--- src/rtl/imu_ca_pkg.sv ---
package imu_ca_pkg;

	// Field widths fixed by the sensor and register formats
	localparam int GYRO_BITS   = 16;
	localparam int WEIGHT_BITS = 16;
	localparam int PERIOD_BITS = 24;
	localparam int ANGLE_BITS  = 32;

	// Arctangent works in degrees with 24 fraction bits
	localparam int TAB_FRAC  = 24;
	localparam int TAB_LEN   = 24;
	localparam int TAB_IDX_W = 5;
	localparam int ZW        = 33;

	// Gyro product, predicted angle and blend accumulator widths
	localparam int PROD_W = GYRO_BITS + PERIOD_BITS;
	localparam int PW     = 42;
	localparam int SW     = 61;

	localparam logic signed [ZW-1:0] Z_DEG90  = 33'sd1509949440;
	localparam logic signed [ZW-1:0] Z_DEG180 = 33'sd3019898880;

	// round(atan(2^-i) * 180/pi * 2^24)
	localparam logic [31:0] ATAN_TAB [TAB_LEN] = '{
		32'd754974720, 32'd445687602, 32'd235489088, 32'd119537938,
		32'd60000934,  32'd30029717,  32'd15018523,  32'd7509720,
		32'd3754917,   32'd1877466,   32'd938734,    32'd469367,
		32'd234684,    32'd117342,    32'd58671,     32'd29335,
		32'd14668,     32'd7334,      32'd3667,      32'd1833,
		32'd917,       32'd458,       32'd229,       32'd115
	};

	// Configuration register indexes
	localparam int CFG_IDX_W = 2;
	localparam logic [CFG_IDX_W-1:0] REG_BLEND_WEIGHT  = 2'd0;
	localparam logic [CFG_IDX_W-1:0] REG_SAMPLE_PERIOD = 2'd1;
	localparam logic [WEIGHT_BITS-1:0] BLEND_WEIGHT_RST  = 16'd58982;
	localparam logic [PERIOD_BITS-1:0] SAMPLE_PERIOD_RST = 24'd83886;

	typedef struct packed {
		logic signed [15:0] accel_x;
		logic signed [15:0] accel_y;
		logic signed [15:0] accel_z;
		logic signed [15:0] gyro_x;
		logic signed [15:0] gyro_y;
		logic signed [15:0] gyro_z;
	} in_item_t;

	typedef struct packed {
		logic signed [31:0] roll_angle;
		logic signed [31:0] pitch_angle;
		logic signed [31:0] yaw_angle;
	} out_item_t;

	// Sequencer strobes shared by the three angle lanes
	typedef struct packed {
		logic load_g;
		logic step_g;
		logic last_g;
		logic prep;
		logic load_b;
		logic step_b;
		logic commit;
	} lane_ctrl_t;

	typedef enum logic [2:0] {
		ST_IDLE,
		ST_RUN,
		ST_PREP,
		ST_LOAD,
		ST_BLEND,
		ST_DONE
	} state_t;

endpackage

--- src/rtl/imu_ca_cordic.sv ---
module imu_ca_cordic #(
	parameter int ITERS = 16
) (
	input  logic                               clk,
	input  logic                               arst_n,
	input  logic                               start,
	input  logic signed [16:0]                 y_in,
	input  logic signed [15:0]                 x_in,
	output logic signed [imu_ca_pkg::ZW-1:0]   z
);

	localparam int CW = 44;
	localparam int IW = $clog2(ITERS + 1);

	logic signed [CW-1:0] x_q, y_q;
	logic signed [imu_ca_pkg::ZW-1:0] z_q;
	logic [IW-1:0] iter_q;
	logic hold_q;

	logic signed [17:0] xs0, ys0, xp, yp;
	logic signed [imu_ca_pkg::ZW-1:0] zp, tab;
	logic signed [CW-1:0] xsh, ysh;
	logic run;

	// Quadrant fold so the vector starts in the right half plane
	always_comb begin
		xs0 = {{2{x_in[15]}}, x_in};
		ys0 = {y_in[16], y_in};
		xp  = xs0;
		yp  = ys0;
		zp  = '0;
		if (x_in[15]) begin
			if (!y_in[16]) begin
				xp = ys0;
				yp = -xs0;
				zp = imu_ca_pkg::Z_DEG90;
			end else begin
				xp = -ys0;
				yp = xs0;
				zp = -imu_ca_pkg::Z_DEG90;
			end
		end
	end

	assign run = !hold_q && (iter_q != IW'(ITERS));
	assign xsh = x_q >>> iter_q;
	assign ysh = y_q >>> iter_q;
	assign tab = imu_ca_pkg::ZW'(imu_ca_pkg::ATAN_TAB[imu_ca_pkg::TAB_IDX_W'(iter_q)]);

	// Iteration control
	always_ff @(posedge clk or negedge arst_n) begin
		if (!arst_n) begin
			iter_q <= IW'(ITERS);
			hold_q <= 1'b1;
		end else if (start) begin
			iter_q <= '0;
			hold_q <= (y_in == '0) || (x_in == '0);
		end else if (run) begin
			iter_q <= iter_q + IW'(1);
		end
	end

	// One micro-rotation per cycle while run is high
	always_ff @(posedge clk) begin
		if (start) begin
			x_q <= CW'(xp) <<< imu_ca_pkg::TAB_FRAC;
			y_q <= CW'(yp) <<< imu_ca_pkg::TAB_FRAC;
			if (y_in == '0)
				z_q <= x_in[15] ? imu_ca_pkg::Z_DEG180 : '0;
			else if (x_in == '0)
				z_q <= y_in[16] ? -imu_ca_pkg::Z_DEG90 : imu_ca_pkg::Z_DEG90;
			else
				z_q <= zp;
		end else if (run) begin
			if (y_q > 0) begin
				x_q <= x_q + ysh;
				y_q <= y_q - xsh;
				z_q <= z_q + tab;
			end else begin
				x_q <= x_q - ysh;
				y_q <= y_q + xsh;
				z_q <= z_q - tab;
			end
		end
	end

	assign z = z_q;

endmodule

--- src/rtl/imu_ca_lane.sv ---
module imu_ca_lane #(
	parameter int FRAC    = 16,
	parameter bit USE_ACC = 1'b1
) (
	input  logic                                        clk,
	input  logic                                        arst_n,
	input  imu_ca_pkg::lane_ctrl_t                      ctrl,
	input  logic signed [imu_ca_pkg::GYRO_BITS-1:0]     gyro,
	input  logic [imu_ca_pkg::PERIOD_BITS-1:0]          period,
	input  logic [imu_ca_pkg::WEIGHT_BITS-1:0]          weight,
	input  logic signed [imu_ca_pkg::ZW-1:0]            acc_q24,
	output logic signed [imu_ca_pkg::ANGLE_BITS-1:0]    angle
);

	localparam int PROD_W = imu_ca_pkg::PROD_W;
	localparam int PW     = imu_ca_pkg::PW;
	localparam int SW     = imu_ca_pkg::SW;
	localparam int ZW     = imu_ca_pkg::ZW;
	localparam int SH     = imu_ca_pkg::TAB_FRAC - FRAC;
	localparam logic signed [SW-1:0] HI = SW'(64'sd2147483647);
	localparam logic signed [SW-1:0] LO = -SW'(64'sd2147483648);

	logic signed [31:0] angle_q;
	logic [imu_ca_pkg::GYRO_BITS-1:0] g_sr_q;
	logic signed [PROD_W-1:0] mc_q, prod_q;
	logic signed [PW-1:0] pred_q;
	logic signed [ZW-1:0] accr_q;
	logic [imu_ca_pkg::WEIGHT_BITS-1:0] w_sr_q;
	logic signed [SW-1:0] d_q, sum_q;

	logic signed [PW-1:0] prod_ext, gterm;
	logic signed [ZW-1:0] accr;
	logic signed [SW-1:0] rnd;

	assign prod_ext = PW'(prod_q);

	// Round to the angle format, half up
	generate
		if (SH == 0) begin : g_noshift
			assign gterm = prod_ext;
			assign accr  = acc_q24;
		end else begin : g_shift
			assign gterm = (prod_ext + (PW'(1) <<< (SH - 1))) >>> SH;
			assign accr  = (acc_q24 + (ZW'(1) <<< (SH - 1))) >>> SH;
		end
	endgenerate

	assign rnd = (sum_q + (SW'(1) <<< 15)) >>> 16;

	// Bit-serial products: gyro*period then weight*(pred-acc)
	always_ff @(posedge clk) begin
		if (ctrl.load_g) begin
			g_sr_q <= gyro;
			mc_q   <= PROD_W'({1'b0, period});
			prod_q <= '0;
		end else if (ctrl.step_g) begin
			g_sr_q <= g_sr_q >> 1;
			mc_q   <= mc_q <<< 1;
			if (g_sr_q[0])
				prod_q <= ctrl.last_g ? prod_q - mc_q : prod_q + mc_q;
		end
		if (ctrl.prep) begin
			pred_q <= PW'(angle_q) + gterm;
			accr_q <= USE_ACC ? accr : '0;
		end
		if (ctrl.load_b) begin
			w_sr_q <= weight;
			d_q    <= SW'(pred_q) - SW'(accr_q);
			sum_q  <= SW'(accr_q) <<< 16;
		end else if (ctrl.step_b) begin
			w_sr_q <= w_sr_q >> 1;
			d_q    <= d_q <<< 1;
			if (w_sr_q[0])
				sum_q <= sum_q + d_q;
		end
	end

	// Stored angle, saturated on update
	always_ff @(posedge clk or negedge arst_n) begin
		if (!arst_n) begin
			angle_q <= '0;
		end else if (ctrl.commit) begin
			if (rnd > HI)
				angle_q <= 32'sh7fffffff;
			else if (rnd < LO)
				angle_q <= 32'sh80000000;
			else
				angle_q <= rnd[31:0];
		end
	end

	assign angle = angle_q;

endmodule

--- src/rtl/imu_complementary_attitude.sv ---
// Complementary-filter attitude estimator, one raw six-axis sample per beat.
// Input channel: in_valid/in_stall/in_data; a beat is taken when in_valid is
// high and in_stall low. in_stall is high while a sample is being worked on.
// Output channel: out_valid/out_stall/out_data carries roll, pitch and yaw in
// signed fixed-point degrees; the beat is held while out_stall is high.
// Configuration: cfg_valid/cfg_ready/cfg_index/cfg_data, always ready;
// index 0 is the gyro blend weight, index 1 the sample period.
// Each sample passes through the run, prep, load, blend and done states;
// the next sample is taken only once it has been committed. The rate is
// set by the bit-serial multipliers and one arctangent rotation per cycle.
// A new sample may be taken while the previous result waits to be taken;
// its result is held back until the output register is free.
// Reset clears the stored angles to zero and restores the default weight
// and period.
module imu_complementary_attitude #(
	parameter int ARCTAN_ITERATIONS   = 16,
	parameter int ANGLE_FRACTION_BITS = 16
) (
	input  logic                                   clk,
	input  logic                                   arst_n,
	input  logic                                   in_valid,
	output logic                                   in_stall,
	input  imu_ca_pkg::in_item_t                   in_data,
	output logic                                   out_valid,
	input  logic                                   out_stall,
	output imu_ca_pkg::out_item_t                  out_data,
	input  logic                                   cfg_valid,
	output logic                                   cfg_ready,
	input  logic [imu_ca_pkg::CFG_IDX_W-1:0]       cfg_index,
	input  logic [imu_ca_pkg::PERIOD_BITS-1:0]     cfg_data
);

	localparam int RUN_LEN = (ARCTAN_ITERATIONS > 16) ? ARCTAN_ITERATIONS : 16;
	localparam int CNT_W   = $clog2(RUN_LEN + 1);

	imu_ca_pkg::state_t state_q, state_d;
	logic [CNT_W-1:0] cnt_q;
	logic out_valid_q;
	logic [imu_ca_pkg::WEIGHT_BITS-1:0] weight_q;
	logic [imu_ca_pkg::PERIOD_BITS-1:0] period_q;
	imu_ca_pkg::lane_ctrl_t ctrl;
	logic take, cnt_clr;
	logic signed [imu_ca_pkg::ZW-1:0] roll_z, pitch_z;
	logic signed [16:0] roll_y, pitch_y;

	assign in_stall  = (state_q != imu_ca_pkg::ST_IDLE);
	assign take      = in_valid && !in_stall;
	assign cfg_ready = 1'b1;
	assign out_valid = out_valid_q;

	// Configuration registers
	always_ff @(posedge clk or negedge arst_n) begin
		if (!arst_n) begin
			weight_q <= imu_ca_pkg::BLEND_WEIGHT_RST;
			period_q <= imu_ca_pkg::SAMPLE_PERIOD_RST;
		end else if (cfg_valid) begin
			if (cfg_index == imu_ca_pkg::REG_BLEND_WEIGHT)
				weight_q <= cfg_data[imu_ca_pkg::WEIGHT_BITS-1:0];
			else if (cfg_index == imu_ca_pkg::REG_SAMPLE_PERIOD)
				weight_q <= weight_q;
			if (cfg_index == imu_ca_pkg::REG_SAMPLE_PERIOD)
				period_q <= cfg_data;
		end
	end

	// Sequencer next state and lane strobes
	always_comb begin
		state_d     = state_q;
		ctrl        = '0;
		cnt_clr     = 1'b0;
		ctrl.load_g = take;
		unique case (state_q)
			imu_ca_pkg::ST_IDLE: begin
				cnt_clr = 1'b1;
				if (take)
					state_d = imu_ca_pkg::ST_RUN;
			end
			imu_ca_pkg::ST_RUN: begin
				ctrl.step_g = (cnt_q < CNT_W'(16));
				ctrl.last_g = (cnt_q == CNT_W'(15));
				if (cnt_q == CNT_W'(RUN_LEN - 1)) begin
					state_d = imu_ca_pkg::ST_PREP;
					cnt_clr = 1'b1;
				end
			end
			imu_ca_pkg::ST_PREP: begin
				ctrl.prep = 1'b1;
				state_d   = imu_ca_pkg::ST_LOAD;
			end
			imu_ca_pkg::ST_LOAD: begin
				ctrl.load_b = 1'b1;
				cnt_clr     = 1'b1;
				state_d     = imu_ca_pkg::ST_BLEND;
			end
			imu_ca_pkg::ST_BLEND: begin
				ctrl.step_b = 1'b1;
				if (cnt_q == CNT_W'(15))
					state_d = imu_ca_pkg::ST_DONE;
			end
			imu_ca_pkg::ST_DONE: begin
				if (!out_valid_q || !out_stall) begin
					ctrl.commit = 1'b1;
					state_d     = imu_ca_pkg::ST_IDLE;
				end
			end
			default: state_d = imu_ca_pkg::ST_IDLE;
		endcase
	end

	always_ff @(posedge clk or negedge arst_n) begin
		if (!arst_n) begin
			state_q     <= imu_ca_pkg::ST_IDLE;
			cnt_q       <= '0;
			out_valid_q <= 1'b0;
		end else begin
			state_q <= state_d;
			cnt_q   <= cnt_clr ? '0 : cnt_q + CNT_W'(1);
			if (ctrl.commit)
				out_valid_q <= 1'b1;
			else if (!out_stall)
				out_valid_q <= 1'b0;
		end
	end

	// Accelerometer angles
	assign roll_y  = {in_data.accel_y[15], in_data.accel_y};
	assign pitch_y = -{in_data.accel_x[15], in_data.accel_x};

	imu_ca_cordic #(.ITERS(ARCTAN_ITERATIONS)) u_roll_atan (
		.clk    (clk),
		.arst_n (arst_n),
		.start  (take),
		.y_in   (roll_y),
		.x_in   (in_data.accel_z),
		.z      (roll_z)
	);

	imu_ca_cordic #(.ITERS(ARCTAN_ITERATIONS)) u_pitch_atan (
		.clk    (clk),
		.arst_n (arst_n),
		.start  (take),
		.y_in   (pitch_y),
		.x_in   (in_data.accel_z),
		.z      (pitch_z)
	);

	// Angle lanes
	imu_ca_lane #(.FRAC(ANGLE_FRACTION_BITS), .USE_ACC(1'b1)) u_roll (
		.clk     (clk),
		.arst_n  (arst_n),
		.ctrl    (ctrl),
		.gyro    (in_data.gyro_x),
		.period  (period_q),
		.weight  (weight_q),
		.acc_q24 (roll_z),
		.angle   (out_data.roll_angle)
	);

	imu_ca_lane #(.FRAC(ANGLE_FRACTION_BITS), .USE_ACC(1'b1)) u_pitch (
		.clk     (clk),
		.arst_n  (arst_n),
		.ctrl    (ctrl),
		.gyro    (in_data.gyro_y),
		.period  (period_q),
		.weight  (weight_q),
		.acc_q24 (pitch_z),
		.angle   (out_data.pitch_angle)
	);

	imu_ca_lane #(.FRAC(ANGLE_FRACTION_BITS), .USE_ACC(1'b0)) u_yaw (
		.clk     (clk),
		.arst_n  (arst_n),
		.ctrl    (ctrl),
		.gyro    (in_data.gyro_z),
		.period  (period_q),
		.weight  (weight_q),
		.acc_q24 ('0),
		.angle   (out_data.yaw_angle)
	);

endmodule

--- config.mk ---
export PLATFORM = sky130hd
export DESIGN_NAME = imu_complementary_attitude
export DESIGN_NICKNAME = d
export VERILOG_FILES = /design/src/rtl/imu_ca_pkg.sv /design/src/rtl/imu_ca_cordic.sv /design/src/rtl/imu_ca_lane.sv /design/src/rtl/imu_complementary_attitude.sv
export SDC_FILE = /design/constraint.sdc
export NUM_CORES = 2
export LEC_CHECK = 0
export ABC_AREA = 0
export BUFFER_PORTS_ARGS = -buffer_cell sky130_fd_sc_hd__buf_4
export CAP_MARGIN = 0
export CORE_ASPECT_RATIO = 0.9
export CORE_MARGIN = 8
export CORE_UTILIZATION = 45
export DETAILED_ROUTE_END_ITERATION = 8
export PLACE_DENSITY_LB_ADDON = 0.12
export SYNTH_ARGS = -nofsm -noshare
export SYNTH_HDL_FRONTEND = slang
export SYNTH_SLANG_ARGS = --single-unit
--- constraint.sdc ---
create_clock -name clk -period 20.7 [get_ports clk]
set_clock_uncertainty 0.05 [all_clocks]
set_input_delay 2.07 -clock clk [delete_from_list [all_inputs] [get_ports clk]]
set_output_delay 2.07 -clock clk [all_outputs]
set_load 0.005 [all_outputs]
==> results summary <==
The run finished with clean final reports. The final routed DRC violation total is 0. After the first detailed-routing iteration, the DRC count stood at 8287.

The final-layout setup total negative slack is 0 ns. The xor and xnor area share after synthesis came out at 9.85%. The average via count per standard cell came out at 6.16.

The number of H-tree levels is 4. The met1 usage in global routing came out at 38.2%. The core box area came out at 0.227 mm^2. The total overflow left after global routing is 0. Of all flip-flops after synthesis, the portion carrying an async set or reset was 13.8%.

The sequential cell area fraction in the yosys report came out at 30.0%. The hold buffer count at CTS is 0. The type of the worst min-delay path is reg2reg. The die area came out at 0.243 mm^2. The critical path goes through buf_4 -> mux4_2 -> a32oi_1 -> o21ai_0 -> nor4b_1 -> and3_1 -> nor3b_1 -> nand2b_1 -> or3_1 -> o21ai_0 -> xor2_1 -> ha_1 -> nand3_1 -> nor2_1 -> a211o_1 -> a211oi_1 -> a21oi_1 -> nand3b_1 -> a31oi_1 -> o21ai_0 -> a2111oi_0 -> a21oi_1 -> xnor2_1 -> nor2_1. The final number of max-transition violations is 0. The cell type of the slowest stage on the worst timing path is sky130_fd_sc_hd__dfrtp_4. For the worst setup path, the data required time is 21.17 ns. For this run, the slowest stage of the critical path takes 0.98 ns. The number of hold-slack violations in the final timing report came to 0.

The cell chosen for the clock root is sky130_fd_sc_hd__clkbuf_16. The count of buffers added on input and output ports is 224. The number of synthesized register bits came out at 1141. The post-synthesis simple-gate area fraction is 18.3%.

The number of distinct library cells after synthesis came out at 99. The placed wire-length estimate after detailed placement came out at 260 mm. The post-cts resize count came out at 0. The worst setup slack for register-to-register paths came out at 11.83 ns. For hold timing, the worst endpoint is u_roll.sum_q[6]$_SDFFE_PP0P_.

The clock latency reported for the late side of the worst-skew pair came out at 0.81 ns. The met3 demand-to-capacity share in global routing is 4.69%. The minimum period implied by the final worst setup slack came out at 8.87 ns. Setup violations remaining at the end of the flow were counted as 0. The data arrival time of the worst path came out at 9.34 ns.

The aggregate global-route resource usage came out at 27.1%. The depth of the worst hold-timing path came out at 2. The final antenna-violating net count came out at 0. The buffer levels on the longest clock path is 3. The global placement routability congestion came out at 0.957. The mux contribution to synthesized area is 7.88%. The number of antenna violations at the first check in global routing came out at 15.

The share of the synthesized area in compound gates (AO/OA/AOI/OAI) came out at 21.2%. The number of buffers added by the clock tree synthesis step came out at 142. The critical-path maximum fanout came out at 67. The maximum number of pins on one net before global-route repair came out at 143. STA classifies the critical path endpoint as a flop. The post-synthesis instance area is 0.102 mm^2. The die outline width is 518 um.

After clock tree synthesis, the clock-pin slew on the worst setup and hold paths is 0.06 ns. The number of optimization iterations in the first detailed-route pass is 6. The worst-case headroom to the max-slew limit is 20.3%. Averaged over all synthesized cells, the footprint is 8.53 um^2. After detailed routing, the total wire length is 346 mm. Dividing the final minimum period by the clock period gives 42.8%. The clock sink count is 1141. The end of the worst register-to-register path is u_roll_atan.x_q[43]$_DFFE_PP_. The number of global-route vias before repair is 87.4k. The worst register-to-register path has a depth of 24. The layer flagged by global routing as most heavily used is met2.

The number of post-CTS setup repair buffers came out at 0. Counting every net in the synthesized netlist gives 12.9k. After synthesis, the cell types taking the most area are sky130_fd_sc_hd__edfxtp_1, sky130_fd_sc_hd__ha_1, sky130_fd_sc_hd__nand2_1, sky130_fd_sc_hd__xnor2_1, sky130_fd_sc_hd__dfxtp_1. The tool flagged a number of max-cap violations equal to 0. STA classifies the critical path startpoint as a flop. The fraction of met2 tracks used by global routing came out at 42.1%.

The wire length of the first global-routing pass is 526 mm. The count of mapped cells out of synthesis is 12.0k. In this run the most critical hold path is launched from u_roll.sum_q[6]$_SDFFE_PP0P_.

By startpoint and endpoint, the worst setup path is classified as reg2reg. The fraction of layout cells with a size suffix above 1 came out at 8.89%. The layout-stage area growth over the synthesis result is 9.07%. After synthesis, the largest family of logic cells by area is compound AO/OA/AOI/OAI gates. The number of filler instances in the final layout came out at 21.6k. The count of synthesis-stage warnings from yosys is 0. The share of synthesized cell area in full adder, half adder and majority cells is 9.49%. The synthesized design spends more area on one cell type than any other, namely sky130_fd_sc_hd__edfxtp_1. For this configuration, the core starts out at a cell density of 45.1%. The detailed-route wire length per cell is 22.9 um. The vertical die dimension came out at 468 um. The number of enable-type register cells in the synthesized netlist is 704. The slew at the pin closest to its max-slew limit came out at 1.18 ns.

In this run the biggest area consumer among cell types represents 20.7% of the synthesized area. The worst register-to-register path begins at u_roll_atan.iter_q[0]$_DFFE_PN0P_. The number of nets in the layout is 12.8k. TritonCTS built the clock tree.

Among all flip-flop cells after synthesis, the most frequent one is sky130_fd_sc_hd__edfxtp_1. The via total after detailed routing is 92.8k. 226 I/O pins were placed. Setup repair after global routing left no endpoint under its margin. The number of core rows is 166. By instance count, the cell type seen most on the critical path is sky130_fd_sc_hd__o21ai_0. The maximum clock frequency is 113 MHz.
routing by layer:
metal	wire, um	vias to the layer above
met1	158000	44900
li1	-	44000
met3	24600	620
met4	12600	12
met2	150000	3328
met5	79	-
worst max-delay path, delay by kind of cell (launching register included):
family	cells	cell delay, ns
xor+xnor	2	0.39
mux	1	0.72
buf+inv	1	0.90
simple gates	9	2.47
flops	1	0.98
compound gates	10	2.72
fa+ha+maj	1	0.32
synthesized netlist by cell type (78+ instances only):
master,n
sky130_fd_sc_hd__nand3_1,321
sky130_fd_sc_hd__o21bai_1,91
sky130_fd_sc_hd__nor2b_1,113
sky130_fd_sc_hd__a31oi_1,132
sky130_fd_sc_hd__nor2_1,991
sky130_fd_sc_hd__nand2_1,1708
sky130_fd_sc_hd__o21a_1,129
sky130_fd_sc_hd__o22ai_1,120
sky130_fd_sc_hd__nor3_1,200
sky130_fd_sc_hd__edfxtp_1,704
sky130_fd_sc_hd__o21ai_0,785
sky130_fd_sc_hd__mux2_2,126
sky130_fd_sc_hd__a211oi_1,107
sky130_fd_sc_hd__xnor2_1,707
sky130_fd_sc_hd__mux2i_1,154
sky130_fd_sc_hd__nand2b_1,132
sky130_fd_sc_hd__a21o_1,375
sky130_fd_sc_hd__dfrtp_1,134
sky130_fd_sc_hd__mux4_2,226
sky130_fd_sc_hd__a21oi_1,1056
sky130_fd_sc_hd__and2_1,78
sky130_fd_sc_hd__inv_1,309
sky130_fd_sc_hd__xor2_1,442
sky130_fd_sc_hd__clkbuf_1,391
sky130_fd_sc_hd__dfxtp_1,280
sky130_fd_sc_hd__ha_1,748
sky130_fd_sc_hd__nand4_1,115
sky130_fd_sc_hd__and3_1,143
cell type report:
| type | count | area, um^2 | share of cell area, % |
|---|---|---|---|
| repair buffers | 332 | 2540 | 2.27 |
| multi-input cells | 9987 | 68300 | 61.3 |
| well taps | 3024 | 3780 | 3.39 |
| clock buffers | 181 | 3840 | 3.45 |
| inverters | 317 | 1190 | 1.07 |
| flip-flops and latches | 1141 | 30700 | 27.6 |
| clock inverters | 84 | 1050 | 0.942 |
| diodes | 8 | 20.0 | 0.0180 |
state kept, by name (all words and copies together), names as in the netlist, 34 cells and up:
signal and flops:
u_roll.prod_q 40, u_yaw.prod_q 40, u_pitch.pred_q 34, u_roll_atan.x_q 44, u_roll_atan.y_q 44, u_yaw.pred_q 34
u_yaw.sum_q 61, u_yaw.d_q 61, u_pitch_atan.y_q 44, u_roll.sum_q 61, u_pitch.prod_q 40, u_pitch.sum_q 61
u_roll.d_q 61, u_pitch.d_q 61, u_roll.pred_q 34, u_pitch_atan.x_q 44
cell usage in the layout, fill, tap and decap left out, drive strengths merged, types with 134 or more instances in the layout:
cell type,n
nand3,322
mux2i,154
o21ai,788
nor2,991
a21o,375
buf,331
dfxtp,280
clkbuf,182
dfrtp,134
nand2,1708
mux4,226
edfxtp,704
and3,143
ha,748
xor2,442
a21oi,1056
xnor2,707
inv,320
nor3,200
worst max path at each step:
| stage | cells after the start | end | slack, ns | startpoint |
|---|---|---|---|---|
| floorplan | 3 | u_pitch.d_q[0]$_SDFFCE_PN0P_ | 4.95 | state_q[2]$_DFFE_PN0P_ |
| global placement | 24 | u_roll_atan.x_q[43]$_DFFE_PP_ | 11.97 | u_roll_atan.iter_q[0]$_DFFE_PN0P_ |
| detailed placement | 24 | u_roll_atan.x_q[43]$_DFFE_PP_ | 11.90 | u_roll_atan.iter_q[0]$_DFFE_PN0P_ |
| CTS | 24 | u_roll_atan.x_q[43]$_DFFE_PP_ | 11.85 | u_roll_atan.iter_q[0]$_DFFE_PN0P_ |
| global route | 24 | u_roll_atan.x_q[43]$_DFFE_PP_ | 11.10 | u_roll_atan.iter_q[0]$_DFFE_PN0P_ |
| finish | 24 | u_roll_atan.x_q[43]$_DFFE_PP_ | 11.83 | u_roll_atan.iter_q[0]$_DFFE_PN0P_ |
metrics by stage:
step | setup slack (ns) | cell area (um^2) | utilization, % | std cells | hold slack [ns]
after floorplan | 4.95 | 102000 | - | 12000 | 0.383
after global placement | 11.97 | 107000 | 47.0 | 14800 | 0.394
after detailed placement | 11.90 | 107000 | 47.0 | 14800 | 0.400
after CTS | 11.85 | 111000 | 49.2 | 15100 | 0.408
after global routing | 11.10 | 111000 | 49.2 | 15100 | 0.419
final | 11.83 | 111000 | 49.2 | 15100 | 0.404
logic make-up (layout without fill, tap and decap cells):
kind of cell	count (synthesis)	after routing
simple gates	4120	4120
compound gates	3446	3446
xor+xnor	1149	1149
flops	1141	1141
buf+inv	861	914
fa+ha+maj	765	765
mux	506	506
other cells	1	9
Power is left out: the tool's default activity adds up to more than one toggle a clock period on the data nets, which glitch-free logic cannot reach.
